--- src/hdl/assert_macros.svh ---
// ---------------------------------------------------------------------------
// Assertion macros
// Shared concurrent assertion helpers. They compile to nothing in synthesis.
// ---------------------------------------------------------------------------
`ifndef ASSERT_MACROS_SVH
`define ASSERT_MACROS_SVH

`ifndef SYNTHESIS

// Checks a property at every rising edge outside reset.
`define ASSERT_PROP(label, clk, rst, prop) \
  label: assert property (@(posedge clk) disable iff (rst) (prop)) \
    else $error("assertion failed");

// Checks that an expression is never true outside reset.
`define ASSERT_NEVER(label, clk, rst, expr) \
  label: assert property (@(posedge clk) disable iff (rst) !(expr)) \
    else $error("forbidden condition seen");

`else

`define ASSERT_PROP(label, clk, rst, prop)
`define ASSERT_NEVER(label, clk, rst, expr)

`endif

`endif

--- src/hdl/lsu_pkg.sv ---
// ---------------------------------------------------------------------------
// Line splitter package
// Types and constants shared by the front end, queue and back end.
// ---------------------------------------------------------------------------
package lsu_pkg;

  localparam logic [7:0] CH_LF = 8'h0A;
  localparam logic [7:0] CH_CR = 8'h0D;

  // Input action codes.
  localparam logic ACT_BYTE  = 1'b0;
  localparam logic ACT_FLUSH = 1'b1;

  // Result kinds.
  localparam logic KIND_BYTE = 1'b0;
  localparam logic KIND_EOL  = 1'b1;

  // Configuration register indexes.
  localparam logic REG_BINARY_MODE = 1'b0;
  localparam logic REG_SKIP_EMPTY  = 1'b1;

  localparam int unsigned QUEUE_DEPTH = 2;
  localparam int unsigned QPTR_W = $clog2(QUEUE_DEPTH);
  localparam int unsigned QCNT_W = $clog2(QUEUE_DEPTH + 1);

  // What the back end has to do with one queued item.
  typedef enum logic [1:0] {
    OP_BYTE  = 2'd0,
    OP_EOL   = 2'd1,
    OP_FLUSH = 2'd2
  } lsu_op_t;

  // Range that the next UTF-8 continuation byte has to fall into.
  typedef enum logic [2:0] {
    BOUND_ANY  = 3'd0,
    BOUND_A0BF = 3'd1,
    BOUND_809F = 3'd2,
    BOUND_90BF = 3'd3,
    BOUND_808F = 3'd4
  } lsu_bound_t;

  typedef struct packed {
    lsu_op_t    op;
    logic [7:0] data;
  } lsu_item_t;

  typedef struct packed {
    logic full;
    logic empty;
  } lsu_q_status_t;

  typedef struct packed {
    logic binary_mode;
    logic skip_empty_lines;
  } lsu_cfg_t;

endpackage

--- src/hdl/lsu_front.sv ---
// ---------------------------------------------------------------------------
// Line splitter front end
// Accepts input transfers, classifies them and swallows the LF of a CR LF.
// ---------------------------------------------------------------------------
module lsu_front (
  input  logic                  clk,
  input  logic                  rst,
  input  logic                  in_valid,
  output logic                  in_stall,
  input  logic                  action,
  input  logic [7:0]            in_byte,
  input  lsu_pkg::lsu_q_status_t q_status,
  output logic                  push,
  output lsu_pkg::lsu_item_t    push_item
);

  logic after_cr;
  logic after_cr_next;
  logic accept;
  logic is_lf;
  logic is_cr;

  assign in_stall = q_status.full;
  assign accept   = in_valid && !q_status.full;
  assign is_lf    = (action == lsu_pkg::ACT_BYTE) && (in_byte == lsu_pkg::CH_LF);
  assign is_cr    = (action == lsu_pkg::ACT_BYTE) && (in_byte == lsu_pkg::CH_CR);

  always_comb begin
    push_item.data = in_byte;
    if (action == lsu_pkg::ACT_FLUSH) begin
      push_item.op = lsu_pkg::OP_FLUSH;
    end else if (is_lf || is_cr) begin
      push_item.op = lsu_pkg::OP_EOL;
    end else begin
      push_item.op = lsu_pkg::OP_BYTE;
    end
  end

  // An LF right after a line-ending CR produces nothing downstream.
  assign push = accept && !(is_lf && after_cr);

  always_comb begin
    after_cr_next = after_cr;
    if (accept) begin
      after_cr_next = is_cr;
    end
  end

  always_ff @(posedge clk) begin
    if (rst) begin
      after_cr <= 1'b0;
    end else begin
      after_cr <= after_cr_next;
    end
  end

endmodule

--- src/hdl/lsu_queue.sv ---
// ---------------------------------------------------------------------------
// Line splitter item queue
// Small register FIFO that decouples the front end from the back end.
// ---------------------------------------------------------------------------
module lsu_queue (
  input  logic                   clk,
  input  logic                   rst,
  input  logic                   push,
  input  lsu_pkg::lsu_item_t     push_item,
  input  logic                   pop,
  output lsu_pkg::lsu_item_t     head,
  output lsu_pkg::lsu_q_status_t status
);

  lsu_pkg::lsu_item_t                 entries [lsu_pkg::QUEUE_DEPTH];
  logic [lsu_pkg::QPTR_W-1:0]         wr_ptr;
  logic [lsu_pkg::QPTR_W-1:0]         rd_ptr;
  logic [lsu_pkg::QCNT_W-1:0]         count;
  logic [lsu_pkg::QCNT_W-1:0]         count_next;

  localparam logic [lsu_pkg::QCNT_W-1:0] CNT_FULL = lsu_pkg::QCNT_W'(lsu_pkg::QUEUE_DEPTH);
  localparam logic [lsu_pkg::QPTR_W-1:0] PTR_LAST = lsu_pkg::QPTR_W'(lsu_pkg::QUEUE_DEPTH - 1);

  assign status.full  = (count == CNT_FULL);
  assign status.empty = (count == '0);
  assign head         = entries[rd_ptr];

  always_comb begin
    count_next = count;
    if (push && !pop) begin
      count_next = count + 1'b1;
    end else if (pop && !push) begin
      count_next = count - 1'b1;
    end
  end

  always_ff @(posedge clk) begin
    if (rst) begin
      wr_ptr <= '0;
      rd_ptr <= '0;
      count  <= '0;
    end else begin
      count <= count_next;
      if (push) begin
        wr_ptr <= (wr_ptr == PTR_LAST) ? '0 : wr_ptr + 1'b1;
      end
      if (pop) begin
        rd_ptr <= (rd_ptr == PTR_LAST) ? '0 : rd_ptr + 1'b1;
      end
    end
  end

  always_ff @(posedge clk) begin
    if (push) begin
      entries[wr_ptr] <= push_item;
    end
  end

endmodule

--- src/hdl/lsu_back.sv ---
// ---------------------------------------------------------------------------
// Line splitter back end
// Tracks line and UTF-8 state and drives the registered result channel.
// ---------------------------------------------------------------------------
module lsu_back (
  input  logic                   clk,
  input  logic                   rst,
  input  logic                   cfg_we,
  input  logic                   cfg_index,
  input  logic                   cfg_data,
  input  lsu_pkg::lsu_item_t     head,
  input  lsu_pkg::lsu_q_status_t q_status,
  output logic                   pop,
  output logic                   out_valid,
  input  logic                   out_stall,
  output logic                   kind,
  output logic [7:0]             out_byte,
  output logic                   line_ok,
  output logic                   line_empty
);

  lsu_pkg::lsu_cfg_t  cfg;
  logic               line_has_bytes;
  logic               line_has_bytes_next;
  logic [1:0]         cont_needed;
  logic [1:0]         cont_needed_next;
  lsu_pkg::lsu_bound_t next_byte_bound;
  lsu_pkg::lsu_bound_t next_byte_bound_next;
  logic               line_bad;
  logic               line_bad_next;

  logic               emit;
  logic               res_kind;
  logic [7:0]         res_byte;
  logic               res_ok;
  logic               res_empty;
  logic               cur_ok;
  logic               cont_in_range;
  logic [7:0]         b;

  assign pop = !q_status.empty && (!out_valid || !out_stall);
  assign b   = head.data;

  assign cur_ok = cfg.binary_mode || (!line_bad && (cont_needed == 2'd0));

  always_comb begin
    case (next_byte_bound)
      lsu_pkg::BOUND_A0BF: cont_in_range = (b >= 8'hA0) && (b <= 8'hBF);
      lsu_pkg::BOUND_809F: cont_in_range = (b >= 8'h80) && (b <= 8'h9F);
      lsu_pkg::BOUND_90BF: cont_in_range = (b >= 8'h90) && (b <= 8'hBF);
      lsu_pkg::BOUND_808F: cont_in_range = (b >= 8'h80) && (b <= 8'h8F);
      default:             cont_in_range = (b >= 8'h80) && (b <= 8'hBF);
    endcase
  end

  always_comb begin
    line_has_bytes_next  = line_has_bytes;
    cont_needed_next     = cont_needed;
    next_byte_bound_next = next_byte_bound;
    line_bad_next        = line_bad;
    emit                 = 1'b0;
    res_kind             = lsu_pkg::KIND_EOL;
    res_byte             = 8'h00;
    res_ok               = cur_ok;
    res_empty            = !line_has_bytes;

    case (head.op)
      lsu_pkg::OP_BYTE: begin
        emit                = 1'b1;
        res_kind            = lsu_pkg::KIND_BYTE;
        res_byte            = b;
        res_ok              = 1'b0;
        res_empty           = 1'b0;
        line_has_bytes_next = 1'b1;
        if (!line_bad) begin
          if (cont_needed != 2'd0) begin
            next_byte_bound_next = lsu_pkg::BOUND_ANY;
            if (cont_in_range) begin
              cont_needed_next = cont_needed - 2'd1;
            end else begin
              line_bad_next    = 1'b1;
              cont_needed_next = 2'd0;
            end
          end else if (b inside {[8'hC2:8'hDF]}) begin
            cont_needed_next     = 2'd1;
            next_byte_bound_next = lsu_pkg::BOUND_ANY;
          end else if (b inside {[8'hE0:8'hEF]}) begin
            cont_needed_next = 2'd2;
            if (b == 8'hE0) begin
              next_byte_bound_next = lsu_pkg::BOUND_A0BF;
            end else if (b == 8'hED) begin
              next_byte_bound_next = lsu_pkg::BOUND_809F;
            end else begin
              next_byte_bound_next = lsu_pkg::BOUND_ANY;
            end
          end else if (b inside {[8'hF0:8'hF4]}) begin
            cont_needed_next = 2'd3;
            if (b == 8'hF0) begin
              next_byte_bound_next = lsu_pkg::BOUND_90BF;
            end else if (b == 8'hF4) begin
              next_byte_bound_next = lsu_pkg::BOUND_808F;
            end else begin
              next_byte_bound_next = lsu_pkg::BOUND_ANY;
            end
          end else if (b[7]) begin
            line_bad_next = 1'b1;
          end
        end
      end
      lsu_pkg::OP_EOL, lsu_pkg::OP_FLUSH: begin
        // A flush only closes a line that holds bytes.
        if ((head.op == lsu_pkg::OP_EOL) || line_has_bytes) begin
          emit = !(!line_has_bytes && cfg.skip_empty_lines);
        end
        line_has_bytes_next  = 1'b0;
        cont_needed_next     = 2'd0;
        next_byte_bound_next = lsu_pkg::BOUND_ANY;
        line_bad_next        = 1'b0;
      end
      default: begin
        emit = 1'b0;
      end
    endcase
  end

  always_ff @(posedge clk) begin
    if (rst) begin
      cfg             <= '0;
      line_has_bytes  <= 1'b0;
      cont_needed     <= 2'd0;
      next_byte_bound <= lsu_pkg::BOUND_ANY;
      line_bad        <= 1'b0;
      out_valid       <= 1'b0;
    end else begin
      if (cfg_we) begin
        if (cfg_index == lsu_pkg::REG_BINARY_MODE) begin
          cfg.binary_mode <= cfg_data;
        end else begin
          cfg.skip_empty_lines <= cfg_data;
        end
      end
      if (pop) begin
        line_has_bytes  <= line_has_bytes_next;
        cont_needed     <= cont_needed_next;
        next_byte_bound <= next_byte_bound_next;
        line_bad        <= line_bad_next;
        out_valid       <= emit;
      end else if (!out_stall) begin
        out_valid <= 1'b0;
      end
    end
  end

  always_ff @(posedge clk) begin
    if (pop) begin
      kind       <= res_kind;
      out_byte   <= res_byte;
      line_ok    <= res_ok;
      line_empty <= res_empty;
    end
  end

endmodule

--- src/hdl/line_splitter_utf8_check_unit.sv ---
// ---------------------------------------------------------------------------
// Line splitter with UTF-8 check
// Splits a byte stream into lines and flags each line's UTF-8 validity.
// ---------------------------------------------------------------------------
// Usage: the input channel (in_valid, in_stall, action, in_byte) carries one
// data byte or an end-of-input flush per transfer. The output channel
// (out_valid, out_stall, kind, out_byte, line_ok, line_empty) carries line
// bytes (kind 0) and end-of-line markers (kind 1), at most one result per
// input transfer. LF, CR and CR LF each end a line; the LF of a CR LF pair
// gives no result. A flush closes a pending non-empty line.
// Throughput is one input transfer per cycle while in_stall is low. A result
// passes through the two-entry item queue, where it waits at the head, and
// is then loaded into the output register. When the receiver holds
// out_stall, the output register keeps its result, the queue fills, and
// once it holds two items in_stall rises until the receiver takes the
// result. Reset clears the line state, the queue and both configuration
// registers (binary_mode, skip_empty_lines). The configuration port is to
// be written only while the block holds no work; the user is bound to
// this, and the block itself does not enforce it.
// ---------------------------------------------------------------------------
`include "assert_macros.svh"

module line_splitter_utf8_check_unit (
  input  logic       clk,
  input  logic       rst,
  input  logic       cfg_we,
  input  logic       cfg_index,
  input  logic       cfg_data,
  input  logic       in_valid,
  output logic       in_stall,
  input  logic       action,
  input  logic [7:0] in_byte,
  output logic       out_valid,
  input  logic       out_stall,
  output logic       kind,
  output logic [7:0] out_byte,
  output logic       line_ok,
  output logic       line_empty
);

  // Items travel from the front end through the queue to the back end.
  lsu_pkg::lsu_item_t     push_item;
  lsu_pkg::lsu_item_t     head;
  lsu_pkg::lsu_q_status_t q_status;
  logic                   push;
  logic                   pop;

  // The front end classifies each transfer and drops a swallowed LF.
  lsu_front u_front (
    .clk       (clk),
    .rst       (rst),
    .in_valid  (in_valid),
    .in_stall  (in_stall),
    .action    (action),
    .in_byte   (in_byte),
    .q_status  (q_status),
    .push      (push),
    .push_item (push_item)
  );

  lsu_queue u_queue (
    .clk       (clk),
    .rst       (rst),
    .push      (push),
    .push_item (push_item),
    .pop       (pop),
    .head      (head),
    .status    (q_status)
  );

  // The back end owns line state, UTF-8 state and the configuration.
  lsu_back u_back (
    .clk        (clk),
    .rst        (rst),
    .cfg_we     (cfg_we),
    .cfg_index  (cfg_index),
    .cfg_data   (cfg_data),
    .head       (head),
    .q_status   (q_status),
    .pop        (pop),
    .out_valid  (out_valid),
    .out_stall  (out_stall),
    .kind       (kind),
    .out_byte   (out_byte),
    .line_ok    (line_ok),
    .line_empty (line_empty)
  );

  // The queue can never be full and empty at once.
  `ASSERT_NEVER(a_queue_status, clk, rst, q_status.full && q_status.empty)
  // An ordinary data byte that is taken in is waiting in the queue in the next cycle.
  `ASSERT_PROP(a_byte_queued, clk, rst,
    (in_valid && !in_stall && (action == lsu_pkg::ACT_BYTE) &&
     (in_byte != lsu_pkg::CH_LF) && (in_byte != lsu_pkg::CH_CR)) |=> !q_status.empty)
  // An empty line always passes the UTF-8 check.
  `ASSERT_PROP(a_empty_line_ok, clk, rst,
    (out_valid && (kind == lsu_pkg::KIND_EOL) && line_empty) |-> line_ok)
  // A line byte carries no marker flags.
  `ASSERT_PROP(a_byte_flags_clear, clk, rst,
    (out_valid && (kind == lsu_pkg::KIND_BYTE)) |-> (!line_ok && !line_empty))

endmodule
--- config.mk ---
export PLATFORM = sky130hd
export DESIGN_NAME = line_splitter_utf8_check_unit
export DESIGN_NICKNAME = d
export VERILOG_FILES = /design/src/hdl/lsu_pkg.sv /design/src/hdl/lsu_front.sv /design/src/hdl/lsu_queue.sv /design/src/hdl/lsu_back.sv /design/src/hdl/line_splitter_utf8_check_unit.sv
export VERILOG_INCLUDE_DIRS = /design/src /design/src/hdl
export SDC_FILE = /design/constraint.sdc
export NUM_CORES = 1
export LEC_CHECK = 0
export BUFFER_PORTS_ARGS = -buffer_cell sky130_fd_sc_hd__buf_2
export CAP_MARGIN = 20
export CORE_MARGIN = 2
export CORE_UTILIZATION = 25
export DETAILED_ROUTE_END_ITERATION = 7
export PLACE_DENSITY = 0.42
export SYNTH_ARGS = -nofsm -noshare
export SYNTH_HDL_FRONTEND = slang
export SYNTH_HIERARCHICAL = 1
export SYNTH_SLANG_ARGS = --single-unit
--- constraint.sdc ---
create_clock -name clk -period 2.2 [get_ports clk]
set_input_delay 0.22 -clock clk [delete_from_list [all_inputs] [get_ports clk]]
set_output_delay 0.22 -clock clk [all_outputs]
set_load 0.02 [all_outputs]
# Yosys cells after proc, flatten, opt, wreduce, memory -nomap -nowiden
# Memory sizes are Yosys's and may differ from the RTL's. A register that Yosys moved wholly into a read port is not among the register bits.
# Cells that the tools add are included.
# classes
mux	42
reduce_logical	43
magnitude_cmp	12
n_bitwise	2
addsub	5
n_eq_ne	16
# ops
op	n
8-bit greater-or-equal comparator, second input constant	6
8-bit <= comparator, second input constant	6
8-bit == test, second input constant	4
3-bit two-way mux	8
2-bit two-way mux	10
1-bit logical AND	18
1-bit two-way mux	18
8-bit by 4-bit == test with 1-bit output, second input constant	2
1-bit logical NOT	10
3-bit by 2-bit == test with 1-bit output, second input constant	2
2-bit logical NOT	3
1-bit one-hot mux with 2 select lines	3
3-bit one-hot mux with 2 select lines	1
2-bit AND reduction	3
2-bit nonzero test	3
5-bit by 1-bit != test with 1-bit output, second input constant	1
2-bit == test, second input constant	2
1-bit logical OR	4
1-bit one-hot mux with 4 select lines	1
2-bit one-hot mux with 2 select lines	1
4-bit AND reduction	1
2-bit by 1-bit subtractor with 2-bit output, second input constant	2
3-bit by 1-bit == test with 1-bit output, second input constant	1
3-bit == test, second input constant	1
other kinds (7)	9
# word_totals
memories	1
word_cells	136
ff_bits	26
mem_bits_rw	20
out_inout_bits	13
inputBits	16
# mem_list
name	depth	width	rd	rd_clocked_by_memory_dff	write_ports	line	source
u_queue.entries	2	10	1	1	1	lsu_queue.sv:15	lsu_pkg::lsu_item_t entries [lsu_pkg::QUEUE_DEPTH];

# Logic depth before layout (Yosys ltp)
# Gate-level depths: netlist of run 1.
# depth
ltp_word	9
mapped_depth	8
depth_no_buf	7

# By module
# The synthesis of run 1 kept the hierarchy.
# modules_own_cells
mod	cells_each	seq_area_each_um2	area_each_um2	n_inst
lsu_back	113	530.5	1163.6	1
lsu_queue	53	700.7	925.9	1
lsu_front	21	20.0	187.7	1

# Worst setup path before layout of run 1
# No wires, ideal clock.
# synth_path
kind	register -> register
start	reg u_queue/count[0] (netlist name)
end	reg u_queue/count[1] (netlist name)
setup_ns	0.070
slack_ns	0.090
arrival_time_ns	2.040
period_less_slack_ns	2.110
stages_incl_launch_ff	7
required_ns	2.130
path_cell_list	dfxtp_1 > nor2_1 > a21oi_1 > inv_1 > ha_1 > or3_1 > a21oi_1
# synth_lines
item	line	source
from (decl)	lsu_queue.sv:18	logic [lsu_pkg::QCNT_W-1:0] count;
from (signal assigned)	lsu_queue.sv:43	count <= count_next;

==> impl_results.md, run 1 <==
* Status: completed
* Clock latency on the worst-skew pair at 290 ps
* Yosys top cell area share at 0.409
* CP max stage delay at 450 ps
* Final hold violations at 0
* Nets at 241
* PortBufs at 28
* Antenna viol nets, final at 0
* Die area at 0.00989 sq mm
* Max-slew violation count at 0
* Cell Area, Synth at 0.00228 sq mm
* Comb power frac at 0.409
* Syn-to-layout area delta at 16.4%
* Dpl hpwl at 3530 um
* # DRC at 0
* Sink Count at 47
* Via count at 1474
* Sequential power share at 0.400
* RSZ-0062 raised after global routing: true
* Tmin final at 2080 ps
* FMAX at 481 MHz
* Vias in the first global route at 1485
* Clock power share at 0.190
* # diodes at 0
* WS Path Type: reg -> reg
* Crit-path cells: buf_4 > mux2_2 > or4_4 > o22ai_2 > o21a_4 > mux2i_1
* First-pass GRT wire length at 7510 um
* CP max FO at 6
* Synth top area cells: edfxtp_1 41%, dfxtp_1 14%, mux2_2 4.9%, buf_4 3.3%, ha_1 2.7%
* Initial Utilization at 0.260
* Layout cells sized above 1 at 0.339
* Type of element capturing the critical path: flop
* Synth warnings at 6
* Setup Viol. Count Final at 0
* Largest delay share family, worst path: multiplexers
* TritonCTS buffer count at 5
* Data arrival time of the worst path at 2300 ps
* Clk_skew at 6.13 ps
* Setup bufs post-CTS at 0
* Total power draw at 0.00329 W
* Hold_ws at 120 ps
* CTS clock-pin slew for the worst setup and hold paths at 90 ps
* Relative slew margins at 0.744
* WL per Instance at 14.1 um
* Slowest-stage cell, CP: or4_4
* Clock buffer depth at 2
* Die Wd at 99.4 um
* Fill cells at 926
* Setup crit start kind: flop
* Vias per cell at 4.48
* Pint at 0.00213 W
* P_leak at 0.999 nW
* Sequential share of the synthesized area at 0.549
* Sw power at 0.00116 W
* H-tree levels at 2
* Post-synth ARST share at 0
* Register bit total from synthesis at 47
* Largest net degree at the start of global routing at 16
* Iteration-0 DRC Markers at 27
* Placed Cells at 321
* Non-Filler Instances at 329
* Core area at 0.00876 sq mm
* Final period util at 0.945
* Netlist cell types at 47
* Top_reg_cell synth: edfxtp_1
* Fin worst setup slack at 121 ps
* Overall routing resource usage at 0.0985
* Setup Slack @ Placement at 46.2 ps
* First drt pass iteration count at 4
* Slew @ Worst Pin at 384 ps
* Post-Synthesis Cells at 187
* I/O Pins at 29
* Routability cong. at 0.771
* Synth Area per Inst at 12.2 sq um
* CTS tree: done
* VDD IR-drop max at 0.501 mV
* Antenna violations before repair at 0
* Switching portion of total power at 0.353
* Buffer and inverter count on the worst path at 1
* Hold_buf cts at 0
* Power Density at 1240 mW/mm^2
* Height of the die at 99.4 um
* Mapped Nets at 208
* Congestion Overflow GR at 0
* Row count at 34
* CTS Root Cell: clkbuf_8
* Max_cap viols at 0
* WP data required at 2420 ps
* Drt total wl at 4630 um
* Synth area leader: edfxtp_1
* HP Class: in -> reg
* EDFF count, synth at 31
layout by cell type, fill, tap and decap left out, types with 2 or more instances in the layout:
cell type	n
xnor2_1	2
nor2b_1	3
inv_1	10
a21oi_1	10
or3_1	2
o41ai_2	2
nor3_1	4
or3b_2	2
o211ai_1	2
or2_2	2
nand2b_1	3
dfxtp_1	15
buf_2	28
o2111ai_1	3
nand2_1	7
nand4b_1	2
xor2_1	2
nand4_1	2
ha_1	5
mux2_2	10
o21ai_0	3
mux2i_1	4
and2_1	7
o41ai_1	2
buf_4	13
edfxtp_1	31
nor2_1	12
nand3_1	2
nand3b_1	5
clkbuf_8	5
o22ai_1	2
o21a_1	2
sequential cells by signal (all words and copies together), names as in the netlist, named ones only:
name,count
u_queue/entries,20
u_back/out_byte,8
u_back/next_byte_bound,3
u_back/cfg,2
u_back/cont_needed,2
u_queue/count,2
u_back/kind,1
u_back/line_bad,1
u_back/line_empty,1
u_back/line_has_bytes,1
u_back/line_ok,1
u_back/out_valid,1
u_front/after_cr,1
u_queue/rd_ptr,1
u_queue/wr_ptr,1
metrics by stage:
stage | setup TNS [ps] | util | area [sq um]
after floorplan | 0 | - | 2280
after global placement | 0 | 0.290 | 2540
after detailed placement | 0 | 0.290 | 2540
after CTS | 0 | 0.302 | 2650
after global routing | -19.4 | 0.302 | 2650
final | 0 | 0.302 | 2650
power groups by stage:
stage / combinational [W] / sequential, W / clock (W)
2_1_floorplan: 0.000822 / 0.00146 / 0
3_3_place_gp: 0.00136 / 0.00134 / 0
3_5_place_dp: 0.00136 / 0.00134 / 0
4_1_cts: 0.00136 / 0.00132 / 0.000650
5_1_grt: 0.00148 / 0.00134 / 0.000694
6_report: 0.00135 / 0.00132 / 0.000626
cells in the mapped netlist (2+ instances only):
library cell / count
a21oi_1: 10
and2_1: 7
buf_4: 10
buf_6: 2
dfxtp_1: 16
edfxtp_1: 31
ha_1: 5
inv_1: 10
mux2_2: 10
mux2i_1: 4
nand2_1: 7
nand2b_1: 3
nand3_1: 2
nand3b_1: 5
nand4_1: 2
nand4b_1: 2
nor2_1: 12
nor2b_1: 3
nor3_1: 4
o2111ai_1: 3
o211ai_1: 2
o21a_1: 2
o21ai_0: 3
o22ai_1: 2
o41ai_1: 2
o41ai_2: 2
or2_2: 2
or3_1: 2
or3b_2: 2
xnor2_1: 2
xor2_1: 2
layer usage:
| metal | share of wire | track usage | routed length, um |
|---|---|---|---|
| met2 | 0.43 | 0.144 | 2000 |
| met5 | 0 | 0 | 0 |
| met4 | 0.0082 | 0.0337 | 38 |
| met1 | 0.52 | 0.143 | 2410 |
| met3 | 0.042 | 0.0225 | 194 |
what timing repair did:
item	CTS	global route
setup endpoints to repair	0	5
hold endpoints to repair	0	0
gates resized for setup	0	1
layout make-up:
class,count,area [sq um],share of cell area
repair buffers,41,238,0.0897
well taps,108,135,0.0510
clock buffers,6,72.6,0.0274
inverters,10,37.5,0.0142
flip-flops and latches,47,1250,0.473
multi-input cells,115,877,0.331
clock inverters,2,37.5,0.0142
cell families (layout without fill, tap and decap cells):
kind of cell | Yosys count | after routing | synth area share
compound gates | 32 | 32 | 0.115
xor+xnor | 4 | 4 | 0.0154
fa+ha+maj | 5 | 5 | 0.0275
buf+inv | 25 | 59 | 0.0654
flops | 47 | 47 | 0.549
mux | 14 | 14 | 0.0670
simple gates | 60 | 60 | 0.160
path summary, 6_finish.rpt:
path                                             endpoint           from  cells past startpoint  slack [ps]
worst max register to register  u_back/next_byte_bound[1]           flop                      6         120
worst min-delay path                u_queue/entries[0][9]         action                      1         120
worst max-delay path            u_back/next_byte_bound[1]           flop                      6         120
worst min register to register              u_back/cfg[0]  u_back/cfg[0]                      2         480
(Power assumes the default switching activity.)
==> run 2: changes to the inputs <==
Settings changed: ABC_AREA set to 1, BUFFER_PORTS_ARGS -buffer_cell sky130_fd_sc_hd__buf_2 to not set, DONT_BUFFER_PORTS set to 1, PLACE_DENSITY 0.42 to 0.4, SKIP_CTS_REPAIR_TIMING set to 1.
==> run 2 against run 1 <==
- critical endpoint is now u_back/cont_needed[0]
- sequential power rose by 11%
- combinational power fell by 13%
- setup slack improved by 230 ps
- worst hold slack got worse by 61 ps
- fmax rose by 12%
==> impl_results.md, run 2 <==
* First-pass GRT wire length at 7450 um (was 7510 um)
* Antenna viol nets, final at 0 (unchanged)
* Height of the die at 101 um (was 99.4 um)
* Via count at 1598 (was 1474)
* Max reg flops at 20 (unchanged)
* Nets at 287 (was 241)
* Pint at 0.00195 W (was 0.00213 W)
* Netlist cell types at 32 (was 47)
* WS Path Type: reg -> reg (unchanged)
* Count leader, synth: nand2_1 (was edfxtp_1)
* Final period util at 0.842 (was 0.945)
* Core area at 0.00920 sq mm (was 0.00876 sq mm)
* Setup crit start kind: flop (unchanged)
* First drt pass iteration count at 4 (unchanged)
* Iteration-0 DRC Markers at 49 (was 27)
* Most common cell after layout, fill and taps aside: nand2_1 (was edfxtp_1)
* Clk_skew at 6.48 ps (was 6.13 ps)
* Die area at 0.0103 sq mm (was 0.00989 sq mm)
* Cell Area, Synth at 0.00236 sq mm (was 0.00228 sq mm)
* CTS Root Cell: clkbuf_8 (unchanged)
* # diodes at 0 (unchanged)
* Initial Utilization at 0.257 (was 0.260)
* R2R depth at 9 (was 6)
* Sw power at 0.00127 W (was 0.00116 W)
* Routability cong. at 0.771 (about the same)
* Relative slew margins at 0.693 (was 0.744)
* Reg with most FFs: u_queue/entries (unchanged)
* Max-slew violation count at 0 (unchanged)
* Non-Filler Instances at 378 (was 329)
* H-tree levels at 2 (unchanged)
* Vias in the first global route at 1439 (was 1485)
* CP max FO at 9 (was 6)
* Clock latency on the worst-skew pair at 300 ps (was 290 ps)
* Slew @ Worst Pin at 461 ps (was 384 ps)
* PortBufs at 0 (was 28)
* Largest regs: u_queue/entries x20, u_back/out_byte x8, u_back/next_byte_bound x3 (unchanged)
* Commonest cells in the netlist: 47 x nand2_1, 39 x inv_1, 31 x edfxtp_1 (was 31 x edfxtp_1, 16 x dfxtp_1, 12 x nor2_1)
* Type of element capturing the critical path: flop (unchanged)
* Drt total wl at 4640 um (was 4630 um)
* Clock buffer depth at 2 (unchanged)
* EDFF count, synth at 31 (unchanged)
* Overall routing resource usage at 0.0957 (was 0.0985)
* Switching portion of total power at 0.395 (was 0.353)
* CTS clock-pin slew for the worst setup and hold paths at 90 ps (about the same)
* Crit-path cells: buf_4 > mux2_2 > nor2_1 > nand2_1 > a21oi_4 > nand3_4 > nand3_2 > nand2_1 > a21oi_1 (was buf_4 > mux2_2 > or4_4 > o22ai_2 > o21a_4 > mux2i_1)
* Largest net degree at the start of global routing at 16 (unchanged)
* Register bit total from synthesis at 47 (unchanged)
* Synth Area per Inst at 9.20 sq um (was 12.2 sq um)
* Post-Synthesis Cells at 257 (was 187)
* Area post-placement at 0.00245 sq mm (was 0.00254 sq mm)
* Syn-to-layout area delta at 12.2% (was 16.4%)
* I/O Pins at 29 (unchanged)
* Layout cells sized above 1 at 0.187 (was 0.339)
* Design Area, Final at 0.00265 sq mm (about the same)
* Cell count of the worst hold path at 2 (was 1)
* Yosys top cell area share at 0.394 (was 0.409)
* Power Density at 1210 mW/mm^2 (was 1240 mW/mm^2)
* Most frequent cells in the layout: 47 x nand2_1, 39 x inv_1, 31 x edfxtp_1, 27 x nor2_1, 16 x dfxtp_1 (was 31 x edfxtp_1, 28 x buf_2, 15 x dfxtp_1, 13 x buf_4, 12 x nor2_1)
* Synth warnings at 6 (unchanged)
* TritonCTS buffer count at 5 (unchanged)
* Synth top area cells: edfxtp_1 39%, dfxtp_1 14%, nand2_1 7.5%, inv_1 6.2%, mux2_2 4.8% (was edfxtp_1 41%, dfxtp_1 14%, mux2_2 4.9%, buf_4 3.3%, ha_1 2.7%)
* Top_reg_cell synth: edfxtp_1 (unchanged)
* Slowest-stage cell, CP: mux2_2 (was or4_4)
* WP data required at 2430 ps (was 2420 ps)
* Max_cap viols at 0 (unchanged)
* Placed Cells at 360 (was 321)
* Final hold violations at 0 (unchanged)
* Data arrival time of the worst path at 2080 ps (was 2300 ps)
* Mapped Nets at 278 (was 208)
* Post-synth ARST share at 0 (unchanged)
* Sink Count at 47 (unchanged)
* Die Wd at 101 um (was 99.4 um)
* VDD IR-drop max at 0.329 mV (was 0.501 mV)
* RSZ-0062 raised after global routing: false (was true)
* Setup Viol. Count Final at 0 (unchanged)
* Synth area leader: edfxtp_1 (unchanged)
* Sequential share of the synthesized area at 0.529 (was 0.549)
* Tmin final at 1850 ps (was 2080 ps)
* # DRC at 0 (unchanged)
* CTS tree: done (unchanged)
* Vias per cell at 4.23 (was 4.48)
* Antenna violations before repair at 0 (unchanged)
* Congestion Overflow GR at 0 (unchanged)
* WL per Instance at 12.3 um (was 14.1 um)
* HP Class: in -> reg (unchanged)
* Most used cell, CP: nand2_1
* Final TNS setup at 0 ps (unchanged)
* Row count at 35 (was 34)
* Sequential power share at 0.455 (was 0.400)
* Status: completed (unchanged)
* P_leak at 1.12 nW (was 0.999 nW)
* Dpl hpwl at 3430 um (was 3530 um)
* CP max stage delay at 430 ps (was 450 ps)
* Comb power frac at 0.364 (was 0.409)
* FMAX at 540 MHz (was 481 MHz)
* Clock power share at 0.181 (was 0.190)
run 2: changes by cell type in the layout (fill, tap and decap cells not counted), moves of 10 or more:
cell | previous run | this run
nand2_1 | 7 | 47
inv_1 | 10 | 39
buf_2 | 28 | 0
nor2_1 | 12 | 27
dlygate4sd3_1 | 0 | 10
run 2: path summary, 6_finish.rpt:
check / from / end / slack (ps)
setup reg to reg: flop / u_back/cont_needed[0] / 350
setup / recovery: flop / u_back/cont_needed[0] / 350
hold / removal: out_stall / u_back/out_valid / 60
hold reg to reg: u_back/cfg[1] / u_back/cfg[1] / 460
run 2: layout make-up:
cell class | instances | area (sq um)
timing repair buffer | 15 | 138
inverter | 49 | 185
clock buffer | 7 | 97.6
sequential | 47 | 1250
fill | 984 | 6540
clock inverter | 1 | 7.51
tap | 111 | 139
multi-input combinational | 148 | 835
run 2: metrics by stage:
| step | util | hold WS, ps | worst slack (ps) | total power [W] |
|---|---|---|---|---|
| 6_report | 0.288 | 59.1 | 348 | 0.00322 |
| 5_1_grt | 0.288 | 51.1 | 149 | 0.00347 |
| 4_1_cts | 0.278 | -34.5 | 308 | 0.00326 |
| 3_5_place_dp | 0.266 | 296 | 346 | 0.00266 |
| 3_3_place_gp | 0.266 | 294 | 359 | 0.00267 |
| 2_1_floorplan | - | 292 | 492 | 0.00238 |
run 2: power groups by stage:
stage                     Combinational (W)  Clock [W]  Sequential (W)
final                               0.00117   0.000584         0.00146
after global routing                0.00134   0.000641         0.00149
after floorplan                    0.000919          0         0.00146
after CTS                           0.00118   0.000610         0.00147
after detailed placement            0.00117          0         0.00149
after global placement              0.00117          0         0.00150
run 2: worst max-delay path, delay by kind of cell, from the launching register on:
family                 cells  cell delay, ps
buffers and inverters      1             180
multiplexers               1             430
AO/OA/AOI/OAI              2             330
flip-flops                 1             340
AND/OR/NAND/NOR            5             490
run 2: routing by layer:
metal  part of all wire  wire, um  track usage
met5                  0         0            0
met1               0.46      2150        0.117
met4              0.010        48       0.0312
met2               0.48      2250        0.156
met3              0.042       196       0.0352
run 2: cells by family after synthesis:
group | Yosys count | synth area share
muxes | 10 | 0.0476
xor gates and xnor gates | 1 | 0.00370
AOI/OAI and AO/OA | 25 | 0.0630
buffers and inverters | 62 | 0.118
DFF | 47 | 0.529
and+or+nand+nor | 107 | 0.212
adders and majority gates | 5 | 0.0265
==> run 3: changes to the inputs <==
Settings changed: PLACE_DENSITY 0.4 to 0.38.
Clock period 2.2 ns to 1.8 ns, I/O delays scaled along.
==> run 3 against run 2 <==
- the flow now finishes with violations (hold timing)
- clock skew increased by 1.8 ps
- sequential power grew 23%
- clock power is 56% higher
- combinational power increased by 52%
- cell area grew 9.9%
- first-iteration DRC count down 8.2%
- via count grew 2.1%
- power is 39% higher
- register-to-register slack got worse by 290 ps
==> impl_results.md, run 3 (synthesis gave the netlist of run 2 again) <==
* # DRC at 0 (unchanged)
* Setup crit start kind: flop (unchanged)
* Tmin final at 1740 ps (was 1850 ps)
* PortBufs at 0 (unchanged)
* Data arrival time of the worst path at 1980 ps (was 2080 ps)
* RSZ-0062 raised after global routing: true (was false)
* Dpl hpwl at 3650 um (was 3430 um)
* HP Class: in -> reg (unchanged)
* Cell count of the worst hold path at 1 (was 2)
* Height of the die at 101 um (unchanged)
* Hold_sp: rst (was out_stall)
* Antenna viol nets, final at 0 (unchanged)
* WL per Instance at 12.1 um (was 12.3 um)
* Final period util at 0.969 (was 0.842)
* Vias per cell at 4.15 (was 4.23)
* Worst R2R Setup Slack at 60 ps (was 350 ps)
* Nets at 302 (was 287)
* Max reg flops at 20 (unchanged)
* WS Path Type: reg -> reg (unchanged)
* Max-slew violation count at 0 (unchanged)
* Reg with most FFs: u_queue/entries (unchanged)
* Die Wd at 101 um (unchanged)
* Via count at 1631 (was 1598)
* I/O Pins at 29 (unchanged)
* Final TNS setup at 0 ps (unchanged)
* Overall routing resource usage at 0.102 (was 0.0957)
* CTS tree: done (unchanged)
* CTS Root Cell: clkbuf_8 (unchanged)
* First-pass GRT wire length at 8050 um (was 7450 um)
* Die area at 0.0103 sq mm (unchanged)
* Type of element capturing the critical path: flop (unchanged)
* Antenna violations before repair at 0 (unchanged)
* First drt pass iteration count at 5 (was 4)
* Iteration-0 DRC Markers at 45 (was 49)
* CP max FO at 8 (was 9)
* Hold_ws at -62.6 ps (was 59.1 ps)
* R2R depth at 12 (was 9)
* Final hold violations at 9 (was 0)
* VDD IR-drop max at 0.402 mV (was 0.329 mV)
* Placed Cells at 375 (was 360)
* Largest net degree at the start of global routing at 16 (unchanged)
* Vias in the first global route at 1600 (was 1439)
* FMAX at 573 MHz (was 540 MHz)
* Layout cells sized above 1 at 0.291 (was 0.187)
* Status: finished with violations (was completed)
* Non-Filler Instances at 393 (was 378)
* Setup Slack @ Placement at -36.5 ps (was 346 ps)
* CTS clock-pin slew for the worst setup and hold paths at 90 ps (about the same)
* Failing checks: hold timing
* Most common cell after layout, fill and taps aside: nand2_1 (unchanged)
* Relative slew margins at 0.807 (was 0.693)
* Reg2reg end: u_back/next_byte_bound[1] (was u_back/cont_needed[0])
* Fin worst setup slack at 55.1 ps (was 348 ps)
* Initial Utilization at 0.257 (unchanged)
* WP data required at 2030 ps (was 2430 ps)
* Routability cong. at 0.805 (was 0.771)
* Slew @ Worst Pin at 289 ps (was 461 ps)
* Clk_skew at 8.24 ps (was 6.48 ps)
* Syn-to-layout area delta at 23.3% (was 12.2%)
* Largest regs: u_queue/entries x20, u_back/out_byte x8, u_back/next_byte_bound x3 (unchanged)
* Row count at 35 (unchanged)
* Drt total wl at 4770 um (was 4640 um)
* Most frequent cells in the layout: 43 x nand2_1, 39 x inv_1, 31 x edfxtp_1, 22 x nor2_1, 19 x buf_4 (was 47 x nand2_1, 39 x inv_1, 31 x edfxtp_1, 27 x nor2_1, 16 x dfxtp_1)
* Clock latency on the worst-skew pair at 300 ps (about the same)
* TritonCTS buffer count at 5 (unchanged)
* Setup Viol. Count Final at 0 (unchanged)
* # diodes at 0 (unchanged)
* Core area at 0.00920 sq mm (unchanged)
* P_leak at 1.24 nW (was 1.12 nW)
* Max_cap viols at 0 (unchanged)
* Final Util at 0.317 (was 0.288)
* Congestion Overflow GR at 0 (unchanged)
* Power Density at 1540 mW/mm^2 (was 1210 mW/mm^2)
* H-tree levels at 2 (unchanged)
* Sink Count at 47 (unchanged)
* Clock buffer depth at 2 (unchanged)
run 3: cell types whose count changed in the layout (fill, tap and decap cells not counted), moves of 4 or more:
cell,delta
buf_4,+14
mux2_4,+7
nand2_2,+4
mux2_2,-7
nand2_1,-4
nor2_4,+4
nor2_1,-5
run 3: worst max path at each step:
stage	depth (start not counted)	endpoint	slack, ps
2_1_floorplan	6	u_back/line_ok	90
4_1_cts	7	u_back/next_byte_bound[0]	-80
6_report	12	u_back/next_byte_bound[1]	60
3_5_place_dp	7	u_back/next_byte_bound[0]	-40
5_1_grt	12	u_back/cont_needed[0]	-40
3_3_place_gp	10	u_back/next_byte_bound[2]	-20
run 3: per-layer routing:
metal  part of all wire  GRT usage  vias up  wire length [um]
met5                  0          0        -                 0
met4              0.012     0.0374        0                57
met3              0.038     0.0317        5               183
met2               0.49      0.172       24              2340
met1               0.46      0.123      740              2180
li1                   -          -      862                 -
run 3: critical path, stage by stage, from the launching register on:
cell	delay (ps)
dfxtp_2	360
buf_8	140
mux2_4	350
buf_4	150
inv_2	60
nor2_4	40
nand2_2	80
nand2_2	70
nand2_4	70
nand3_4	80
nand3_4	100
nand2_1	60
a21oi_1	130
run 3: layout make-up:
class	count	area, sq um
clock buffers	5	68.8
repair buffers	30	259
clock inverters	3	67.6
multi-input cells	148	943
flip-flops and latches	47	1250
well taps	111	139
inverters	49	185
fillers	974	6280
run 3: power by group:
group          internal (W)  switching [W]
Combinational      0.000739        0.00104
Sequential          0.00151       0.000288
Clock              0.000553       0.000356
Total               0.00280        0.00168
run 3: per-stage QoR:
| stage | total power, W | hold slack, ps | area, sq um |
|---|---|---|---|
| after global placement | 0.00340 | 254 | 2560 |
| final | 0.00449 | -62.6 | 2920 |
| after global routing | 0.00483 | -85.5 | 2920 |
| after floorplan | 0.00291 | 252 | 2360 |
| after detailed placement | 0.00339 | 256 | 2560 |
| after CTS | 0.00432 | -74.1 | 2700 |
